$ cat src/rtl/fbpa_pkg.sv
// Package for the fixed block pool allocator: types, codes and the microcode table.
`default_nettype none

package fbpa_pkg;

  localparam int unsigned POOL_BLOCKS_DEF = 32;
  // Widest block number a legal pool can hold (pool size at most 256).
  localparam int unsigned BLK_WIDE_W      = 8;
  localparam int unsigned BLK_IN_W        = 6;
  localparam int unsigned GRANT_W         = 5;
  localparam int unsigned COUNT_OUT_W     = 6;
  localparam int unsigned STATUS_W        = 2;
  localparam int unsigned IN_TDATA_W      = 8;
  localparam int unsigned OUT_TDATA_W     = 16;
  localparam int unsigned UPC_W           = 4;

  typedef enum logic [STATUS_W-1:0] {
    ST_OK     = 2'd0,
    ST_EMPTY  = 2'd1,
    ST_RANGE  = 2'd2,
    ST_DOUBLE = 2'd3
  } status_e;

  // Stall conditions: the step holds while its condition is true.
  typedef enum logic [1:0] {
    W_NONE = 2'd0,
    W_IN   = 2'd1,
    W_OUT  = 2'd2,
    W_SCAN = 2'd3
  } wait_sel_e;

  // Branch conditions: jump to target when true, else fall through.
  typedef enum logic [2:0] {
    B_NEVER  = 3'd0,
    B_ALWAYS = 3'd1,
    B_FREE   = 3'd2,
    B_EMPTY  = 3'd3,
    B_RANGE  = 3'd4,
    B_FULL   = 3'd5,
    B_HIT    = 3'd6
  } br_sel_e;

  typedef logic [UPC_W-1:0] upc_t;

  localparam upc_t S_IDLE   = 4'd0;
  localparam upc_t S_DISP   = 4'd1;
  localparam upc_t S_ACHK   = 4'd2;
  localparam upc_t S_ATAKE  = 4'd3;
  localparam upc_t S_AEMPTY = 4'd4;
  localparam upc_t S_FCHK   = 4'd5;
  localparam upc_t S_FFULL  = 4'd6;
  localparam upc_t S_FSCAN  = 4'd7;
  localparam upc_t S_FAPP   = 4'd8;
  localparam upc_t S_FRANGE = 4'd9;
  localparam upc_t S_FDBL   = 4'd10;
  localparam upc_t S_OUT    = 4'd11;

  typedef struct packed {
    wait_sel_e wait_sel;
    br_sel_e   br_sel;
    upc_t      target;
    logic      in_rdy;
    logic      rd_take;
    logic      scan_init;
    logic      scan_run;
    logic      alloc_commit;
    logic      free_commit;
    logic      res_ld;
    status_e   res_status;
    logic      out_ld;
  } ctl_word_t;

  function automatic ctl_word_t ucode_rom(input upc_t step);
    ctl_word_t w;
    w = '{wait_sel: W_NONE, br_sel: B_NEVER, target: S_IDLE, in_rdy: 1'b0,
          rd_take: 1'b0, scan_init: 1'b0, scan_run: 1'b0, alloc_commit: 1'b0,
          free_commit: 1'b0, res_ld: 1'b0, res_status: ST_OK, out_ld: 1'b0};
    case (step)
      S_IDLE: begin
        w.wait_sel = W_IN;
        w.in_rdy   = 1'b1;
      end
      S_DISP: begin
        w.br_sel = B_FREE;
        w.target = S_FCHK;
      end
      S_ACHK: begin
        w.br_sel  = B_EMPTY;
        w.target  = S_AEMPTY;
        w.rd_take = 1'b1;
      end
      S_ATAKE: begin
        w.alloc_commit = 1'b1;
        w.res_ld       = 1'b1;
        w.res_status   = ST_OK;
        w.br_sel       = B_ALWAYS;
        w.target       = S_OUT;
      end
      S_AEMPTY: begin
        w.res_ld     = 1'b1;
        w.res_status = ST_EMPTY;
        w.br_sel     = B_ALWAYS;
        w.target     = S_OUT;
      end
      S_FCHK: begin
        w.br_sel    = B_RANGE;
        w.target    = S_FRANGE;
        w.scan_init = 1'b1;
      end
      S_FFULL: begin
        w.br_sel = B_FULL;
        w.target = S_FDBL;
      end
      S_FSCAN: begin
        w.wait_sel = W_SCAN;
        w.scan_run = 1'b1;
        w.br_sel   = B_HIT;
        w.target   = S_FDBL;
      end
      S_FAPP: begin
        w.free_commit = 1'b1;
        w.res_ld      = 1'b1;
        w.res_status  = ST_OK;
        w.br_sel      = B_ALWAYS;
        w.target      = S_OUT;
      end
      S_FRANGE: begin
        w.res_ld     = 1'b1;
        w.res_status = ST_RANGE;
        w.br_sel     = B_ALWAYS;
        w.target     = S_OUT;
      end
      S_FDBL: begin
        w.res_ld     = 1'b1;
        w.res_status = ST_DOUBLE;
        w.br_sel     = B_ALWAYS;
        w.target     = S_OUT;
      end
      S_OUT: begin
        w.wait_sel = W_OUT;
        w.out_ld   = 1'b1;
        w.br_sel   = B_ALWAYS;
        w.target   = S_IDLE;
      end
      default: begin
        w.br_sel = B_ALWAYS;
        w.target = S_IDLE;
      end
    endcase
    return w;
  endfunction

endpackage

`default_nettype wire

$ cat src/rtl/fixed_block_pool_allocator.sv
// Fixed-size block pool allocator: microcoded sequencer over a circular free list.
// Allocate: accept, dispatch, check and read the ring, take, output. Free: accept,
// dispatch, range check, full check, scan of the free entries (one ring read per cycle,
// ends early on a hit), append, output. Throughput: one transaction in flight; the next
// is taken once the output register is loaded; an unaccepted result stalls the load.
// Reset: ring reads back block i at entry i, free count = POOL_BLOCKS, pointers zero.
`default_nettype none

module fixed_block_pool_allocator #(
  parameter int unsigned POOL_BLOCKS = fbpa_pkg::POOL_BLOCKS_DEF
) (
  input  wire logic                             clk_i,
  input  wire logic                             rst_ni,
  input  wire logic                             s_axis_tvalid_i,
  output logic                                  s_axis_tready_o,
  input  wire logic [fbpa_pkg::IN_TDATA_W-1:0]  s_axis_tdata_i,  // [5:0] block_index
  input  wire logic                             s_axis_tuser_i,  // [0] operation
  output logic                                  m_axis_tvalid_o,
  input  wire logic                             m_axis_tready_i,
  output logic [fbpa_pkg::OUT_TDATA_W-1:0]      m_axis_tdata_o,  // [4:0] granted_block,
                                                                 // [10:5] free_count
  output logic [fbpa_pkg::STATUS_W-1:0]         m_axis_tuser_o   // [1:0] status
);
  import fbpa_pkg::*;

  localparam int unsigned AW = (POOL_BLOCKS > 1) ? $clog2(POOL_BLOCKS) : 1;
  localparam int unsigned CW = $clog2(POOL_BLOCKS + 1);

  typedef logic [AW-1:0] ptr_t;
  typedef logic [CW-1:0] cnt_t;

  function automatic ptr_t ptr_next(input ptr_t p);
    return (p == AW'(POOL_BLOCKS - 1)) ? '0 : p + 1'b1;
  endfunction

  // sequencer
  upc_t      upc_q, upc_d;
  ctl_word_t ctl;
  logic      wait_act;
  logic      br_take;
  logic      go;

  // datapath
  logic                op_q;
  logic [BLK_IN_W-1:0] blk_q;
  ptr_t                take_ptr_q, take_ptr_d;
  ptr_t                ret_ptr_q, ret_ptr_d;
  cnt_t                free_cnt_q, free_cnt_d;
  ptr_t                scan_pos_q, scan_pos_d;
  cnt_t                scan_left_q, scan_left_d;
  logic                rd_vld_q, rd_vld_d;
  logic                scan_busy;
  logic                hit;
  logic                range_bad;
  logic                pool_full;

  // ring memory with per-entry written flags; unwritten entries read as their index
  ptr_t                ring_mem [POOL_BLOCKS];
  logic [POOL_BLOCKS-1:0] ent_vld_q;
  logic                rd_en;
  ptr_t                rd_addr;
  ptr_t                rd_raw_q;
  ptr_t                rd_addr_q;
  logic                rd_dflt_q;
  ptr_t                rd_data;

  // result
  status_e             res_status_q;
  logic [GRANT_W-1:0]  grant_q;
  logic                out_vld_q;
  logic [OUT_TDATA_W-1:0] out_data_q;
  status_e             out_user_q;

  assign ctl = ucode_rom(upc_q);

  assign rd_data   = rd_dflt_q ? rd_addr_q : rd_raw_q;
  assign hit       = rd_vld_q && (BLK_WIDE_W'(rd_data) == BLK_WIDE_W'(blk_q));
  assign scan_busy = (scan_left_q != '0) || rd_vld_q;
  assign range_bad = (32'(blk_q) >= POOL_BLOCKS);
  assign pool_full = (free_cnt_q == CW'(POOL_BLOCKS));

  always_comb begin
    case (ctl.wait_sel)
      W_NONE:  wait_act = 1'b0;
      W_IN:    wait_act = !s_axis_tvalid_i;
      W_OUT:   wait_act = out_vld_q && !m_axis_tready_i;
      W_SCAN:  wait_act = scan_busy && !hit;
      default: wait_act = 1'b0;
    endcase
  end

  always_comb begin
    case (ctl.br_sel)
      B_NEVER:  br_take = 1'b0;
      B_ALWAYS: br_take = 1'b1;
      B_FREE:   br_take = op_q;
      B_EMPTY:  br_take = (free_cnt_q == '0);
      B_RANGE:  br_take = range_bad;
      B_FULL:   br_take = pool_full;
      B_HIT:    br_take = hit;
      default:  br_take = 1'b0;
    endcase
  end

  assign go = !wait_act;

  // next step
  always_comb begin
    if (wait_act) begin
      upc_d = upc_q;
    end else if (br_take) begin
      upc_d = ctl.target;
    end else begin
      upc_d = upc_q + 1'b1;
    end
  end

  // pointer, count and scan updates
  always_comb begin
    take_ptr_d  = take_ptr_q;
    ret_ptr_d   = ret_ptr_q;
    free_cnt_d  = free_cnt_q;
    scan_pos_d  = scan_pos_q;
    scan_left_d = scan_left_q;
    rd_vld_d    = 1'b0;
    rd_en       = 1'b0;
    rd_addr     = take_ptr_q;
    if (ctl.rd_take) begin
      rd_en = 1'b1;
    end
    if (ctl.scan_init) begin
      scan_pos_d  = take_ptr_q;
      scan_left_d = free_cnt_q;
    end
    if (ctl.scan_run && (scan_left_q != '0)) begin
      rd_en       = 1'b1;
      rd_addr     = scan_pos_q;
      rd_vld_d    = 1'b1;
      scan_pos_d  = ptr_next(scan_pos_q);
      scan_left_d = scan_left_q - 1'b1;
    end
    if (go && ctl.alloc_commit) begin
      take_ptr_d = ptr_next(take_ptr_q);
      free_cnt_d = free_cnt_q - 1'b1;
    end
    if (go && ctl.free_commit) begin
      ret_ptr_d  = ptr_next(ret_ptr_q);
      free_cnt_d = free_cnt_q + 1'b1;
    end
  end

  assign s_axis_tready_o = ctl.in_rdy;

  always_ff @(posedge clk_i or negedge rst_ni) begin
    if (!rst_ni) begin
      upc_q       <= S_IDLE;
      take_ptr_q  <= '0;
      ret_ptr_q   <= '0;
      free_cnt_q  <= CW'(POOL_BLOCKS);
      scan_pos_q  <= '0;
      scan_left_q <= '0;
      rd_vld_q    <= 1'b0;
      ent_vld_q   <= '0;
      out_vld_q   <= 1'b0;
    end else begin
      upc_q       <= upc_d;
      take_ptr_q  <= take_ptr_d;
      ret_ptr_q   <= ret_ptr_d;
      free_cnt_q  <= free_cnt_d;
      scan_pos_q  <= scan_pos_d;
      scan_left_q <= scan_left_d;
      rd_vld_q    <= rd_vld_d;
      if (go && ctl.free_commit) begin
        ent_vld_q[ret_ptr_q] <= 1'b1;
      end
      if (go && ctl.out_ld) begin
        out_vld_q <= 1'b1;
      end else if (m_axis_tready_i) begin
        out_vld_q <= 1'b0;
      end
    end
  end

  // ring memory: one write port, one registered read port
  always_ff @(posedge clk_i) begin
    if (go && ctl.free_commit) begin
      ring_mem[ret_ptr_q] <= AW'(blk_q);
    end
  end

  always_ff @(posedge clk_i) begin
    if (rd_en) begin
      rd_raw_q  <= ring_mem[rd_addr];
      rd_dflt_q <= !ent_vld_q[rd_addr];
      rd_addr_q <= rd_addr;
    end
  end

  // payload registers
  always_ff @(posedge clk_i) begin
    if (ctl.in_rdy && s_axis_tvalid_i) begin
      op_q  <= s_axis_tuser_i;
      blk_q <= s_axis_tdata_i[BLK_IN_W-1:0];
    end
    if (go && ctl.res_ld) begin
      res_status_q <= ctl.res_status;
      grant_q      <= ctl.alloc_commit ? GRANT_W'(BLK_WIDE_W'(rd_data)) : '0;
    end
    if (go && ctl.out_ld) begin
      out_user_q <= res_status_q;
      out_data_q <= OUT_TDATA_W'({COUNT_OUT_W'(free_cnt_q), grant_q});
    end
  end

  assign m_axis_tvalid_o = out_vld_q;
  assign m_axis_tdata_o  = out_data_q;
  assign m_axis_tuser_o  = out_user_q;

`ifndef SYNTHESIS
  a_cnt_bound: assert property (@(posedge clk_i) disable iff (!rst_ni)
    free_cnt_q <= CW'(POOL_BLOCKS))
    else $error("free count above pool size");

  // scan_left_q may keep a stale value after an early hit; only checked while scanning
  a_scan_bound: assert property (@(posedge clk_i) disable iff (!rst_ni)
    (upc_q == S_FSCAN) |-> (scan_left_q <= free_cnt_q))
    else $error("scan runs past valid free entries");

  a_alloc_dec: assert property (@(posedge clk_i) disable iff (!rst_ni)
    (ctl.alloc_commit && go) |=> (free_cnt_q == $past(free_cnt_q) - 1'b1))
    else $error("allocate did not drop free count");

  a_out_src: assert property (@(posedge clk_i) disable iff (!rst_ni)
    $rose(m_axis_tvalid_o) |-> ($past(upc_q) == S_OUT))
    else $error("result loaded outside output step");
`endif

endmodule

`default_nettype wire
$ cat config.mk
export PLATFORM = sky130hd
export DESIGN_NAME = fixed_block_pool_allocator
export DESIGN_NICKNAME = d
export VERILOG_FILES = /design/src/rtl/fbpa_pkg.sv /design/src/rtl/fixed_block_pool_allocator.sv
export SDC_FILE = /design/constraint.sdc
export NUM_CORES = 1
export LEC_CHECK = 0
export BUFFER_PORTS_ARGS = -buffer_cell sky130_fd_sc_hd__buf_2
export CAP_MARGIN = 20
export CORE_UTILIZATION = 50
export CTS_CLUSTER_DIAMETER = 200
export DETAILED_ROUTE_END_ITERATION = 12
export PLACE_DENSITY = 0.78
export SETUP_SLACK_MARGIN = 0.15
export SLEW_MARGIN = 20
export SYNTH_ARGS = -nofsm -noshare
export SYNTH_HDL_FRONTEND = slang
export SYNTH_SLANG_ARGS = --single-unit
export TNS_END_PERCENT = 1
$ cat constraint.sdc
create_clock -name clk_i -period 8.4 [get_ports clk_i]
set_clock_uncertainty 0.15 [all_clocks]
set_input_delay 2.1 -clock clk_i [delete_from_list [all_inputs] [get_ports clk_i]]
set_output_delay 2.1 -clock clk_i [all_outputs]
set_load 0.05 [all_outputs]
==> summary.log <==
qor: finish.sequential_cell_area 0.00757 mm^2
qor: cts.post_cts_resized 0
qor: placement.place.detailed.hpwl 14800 um
qor: finish.antenna_cells_inserted 0
qor: synth.synthArstFlopShare 24.7%
qor: die.fp-row-count 55
qor: power.internal_power_component 3.09 mW
qor: synth.synthFlopType sky130_fd_sc_hd__edfxtp_1
qor: sta.grt_setup_unrepaired false
qor: placement.place.gp.congestion 0.809
qor: finish.post_layout_nonfiller_instances 1204
qor: sta.slew_viol_final 0
qor: die.ioPinCount 33
qor: setup_path.cp_num_buf_inv 2
qor: power.power.switching 1.71 mW
qor: worst_hold_path.worst_hold_path_type register to register
qor: synth.synth.avg_cell_area 13.2 um^2
qor: detailed_routing.via_count 7205
qor: cts.cts_buffers 28
qor: setup_path.worst_setup_path_type input pin to register
qor: power.combinationalPowerShare 35.4%
qor: finish.fillerInstances 1724
qor: placement.io_buffer_count 25
qor: setup_path.critical-path-max-stage-delay 560 ps
qor: synth.synth.distinct_cells 70
qor: detailed_routing.first_pass_iters 5
qor: setup_path.timing.critical_path.to_type register
qor: setup_path.timing.critical_path.fanout_max 15
qor: grt.grt_antenna_before_repair 0
qor: die.die_w 154 um
qor: setup_path.required 8700 ps
qor: sta.finalHoldViolations 0
qor: detailed_routing.ant_nets 0
qor: grt.grt.total_usage 20.4%
qor: synth.synth_enable_flop_cells 198
qor: power.seq_power_share 37.9%
qor: cts.path_clk_slew 60 ps
qor: finish.final_area 0.0128 mm^2
qor: sta.fin_worst_hold_slack 269 ps
qor: grt.grt_first_pass_wirelength 38000 um
qor: cts.clock_insertion_delay_worst_skew 540 ps
qor: sta.finalSetupViolCount 0
qor: synth.synth.ff_latch_count 263
qor: finish.drive_gt1_share 12.5%
qor: cts.tritoncts_num_sinks 263
qor: placement.dpl-instance-area 0.0119 mm^2
qor: detailed_routing.avgViaCountPerCell 5.98
qor: run_status.status complete, no violations
qor: setup_path.cp_slowest_cell sky130_fd_sc_hd__a21oi_2
qor: grt.grt-ovfl-total 0
qor: power.power_switching_share 35.7%
qor: setup_path.cell_family_contributing_the_most_delay_on_the_critical_path compound AO/OA/AOI/OAI gates
qor: finish.flow.area_growth_from_synthesis 11.2%
qor: setup_path.crit_path_cell_trace buf_2, nand2b_1, o22ai_1, and3b_1, a21oi_2, nor2_2, inv_1, ha_1, a21o_1, a21oi_1, o21bai_1, a21oi_1, xor2_1, nor2_1, xor2_1
qor: detailed_routing.average_routed_wire_per_standard_cell 19.6 um
qor: finish.footprint_of_the_multi_input_gates 0.00366 mm^2
qor: power.worst_ir_drop_vdd 0.000210 V
qor: placement.placed_instances 1153
qor: power.p_leak 4.76 nW
qor: setup_path.startpoint_types input pin
qor: sta.post_route_fraction_of_the_period_consumed_by_the_critical_path 58.4%
qor: grt.first_global_vias 7084
qor: sta.min_period 4910 ps
qor: die.total_core_area 0.0226 mm^2
qor: cts.clock-root-buffer sky130_fd_sc_hd__clkbuf_16
qor: sta.fmax 204 MHz
qor: sta.worst_slew_pin_slew 833 ps
qor: synth.yosysWarningCount 0
qor: die.die-area 0.0237 mm^2
qor: finish.nNetsFinal 930
qor: detailed_routing.routed_wirelength 23700 um
qor: cts.cts_hold_buf 0
qor: cts.postCtsSetupBuffers 0
qor: synth.syn_area 0.0116 mm^2
qor: power.p_clk_share 26.6%
qor: die.chipHeight 154 um
qor: die.start_util 51.0%
qor: cts.cts_tree done
qor: grt.grt_start_max_net_pins 66
qor: cts.cts-root-to-sink-buffers 3
qor: cts.htree_levels 1
qor: detailed_routing.drcViolationCount 0
qor: sta.timing.setup.tns 0 ps
qor: detailed_routing.drt_iter0_markers 617
qor: flow_run.max-cap-violations 0
qor: synth.gate_count_after_technology_mapping 878
qor: power.power.density_cell_area 374 mW/mm^2
qor: synth.seq_area_frac_synth 65.6%
qor: setup_path.worstPathArrival 5210 ps
qor: sta.slew_headroom 44.5%
==> layout make-up <==
class | count | share of cell area, %
timing repair buffer | 37 | 1.68
multi-input combinational | 551 | 28.5
clock inverter | 16 | 1.64
tap | 285 | 2.78
sequential | 263 | 59.0
inverter | 17 | 0.507
clock buffer | 35 | 5.90
==> cell usage after synthesis, drive strengths merged (9+ instances only) <==
| cell type | instances | area [um^2] |
|---|---|---|
| a21oi | 62 | 314 |
| inv | 17 | 63.8 |
| or2 | 9 | 56.3 |
| a22oi | 24 | 180 |
| o22ai | 17 | 106 |
| nand3 | 10 | 50.1 |
| ha | 18 | 225 |
| clkbuf | 17 | 63.8 |
| o21bai | 25 | 188 |
| mux2i | 53 | 531 |
| mux2 | 16 | 195 |
| nand2 | 90 | 338 |
| o21ai | 35 | 186 |
| dfrtp | 64 | 1600 |
| nor2 | 59 | 224 |
| edfxtp | 198 | 5950 |
| a22o | 15 | 131 |
| buf | 34 | 216 |
==> cell usage in the layout, fill, tap and decap left out, drive strengths merged, types with 6 or more instances in the layout <==
cell      n
nor4      8
mux2i    53
or3       6
clkbuf   35
edfxtp  198
dfrtp    64
o21bai   25
inv      16
o21ai    35
clkinv   11
buf      37
mux2     16
nor2     59
a22oi    24
nor2b     8
nand2    90
or2       9
xnor2     8
a221o     8
o22ai    17
a22o     15
ha       18
nand3    10
nand3b    8
a21oi    62
==> path summary, 6_finish.rpt <==
path / start / end / slack (ps) / cells after the start
min in group asynchronous: rst_ni / free_cnt_q[3] / 1590 / 2
min: grant_q[2] / m_axis_tdata_o[2] / 270 / 0
max reg2reg: scan_left_q[0] / rd_raw_q[3] / 3810 / 12
max: m_axis_tready_i / free_cnt_q[5] / 3490 / 15
min reg2reg: grant_q[2] / m_axis_tdata_o[2] / 270 / 0
max in group asynchronous: rst_ni / upc_q[0] / 5950 / 2
==> cells by family (layout without fill, tap and decap cells) <==
group                    count (synthesis)  after routing  share of synthesized area (%)
multiplexers                            69             69                           6.28
XOR/XNOR                                12             12                          0.910
other                                    1              5                         0.0325
adder cells (fa/ha/maj)                 19             19                           2.12
buffers and inverters                   68            105                           2.98
flip-flops                             263            263                           65.6
AO/OA/AOI/OAI                          218            218                           12.5
AND/OR/NAND/NOR                        228            228                           9.67
==> flip-flops by register name, summed over array words and instances (netlist names), 5 cells and up <==
| name | cells |
|---|---|
| grant_q | 5 |
| rd_raw_q | 5 |
| scan_left_q | 6 |
| scan_pos_q | 5 |
| rd_addr_q | 5 |
| take_ptr_q | 5 |
| free_cnt_q | 6 |
| blk_q | 6 |
| ring_mem | 160 |
| ret_ptr_q | 5 |
| m_axis_tdata_o | 11 |
| ent_vld_q | 32 |
==> power groups by stage <==
stage          combinational [mW]  sequential (mW)  clock, mW
6_report                     1.70             1.82       1.28
5_1_grt                      1.85             1.85       1.34
4_1_cts                      1.69             1.82       1.29
3_5_place_dp                 1.68             1.84          0
3_3_place_gp                 1.63             1.83          0
2_1_floorplan                1.33             1.81          0
==> stage by stage <==
stage	util [%]	power (mW)	setup slack [ps]
after detailed placement	52.4	3.52	2940
after global routing	56.7	5.05	3180
after floorplan	-	3.13	3790
after global placement	52.4	3.47	2970
final	56.7	4.80	3490
after CTS	56.7	4.80	3480
==> layer usage <==
layer	up-vias	wire, um	global-route usage (%)
li1	3322	-	-
met1	3568	10200	27.6
met2	262	11400	34.2
met3	53	1400	2.87
met4	0	628	6.38
met5	-	0	0
Power figures use the tool's default switching activity.
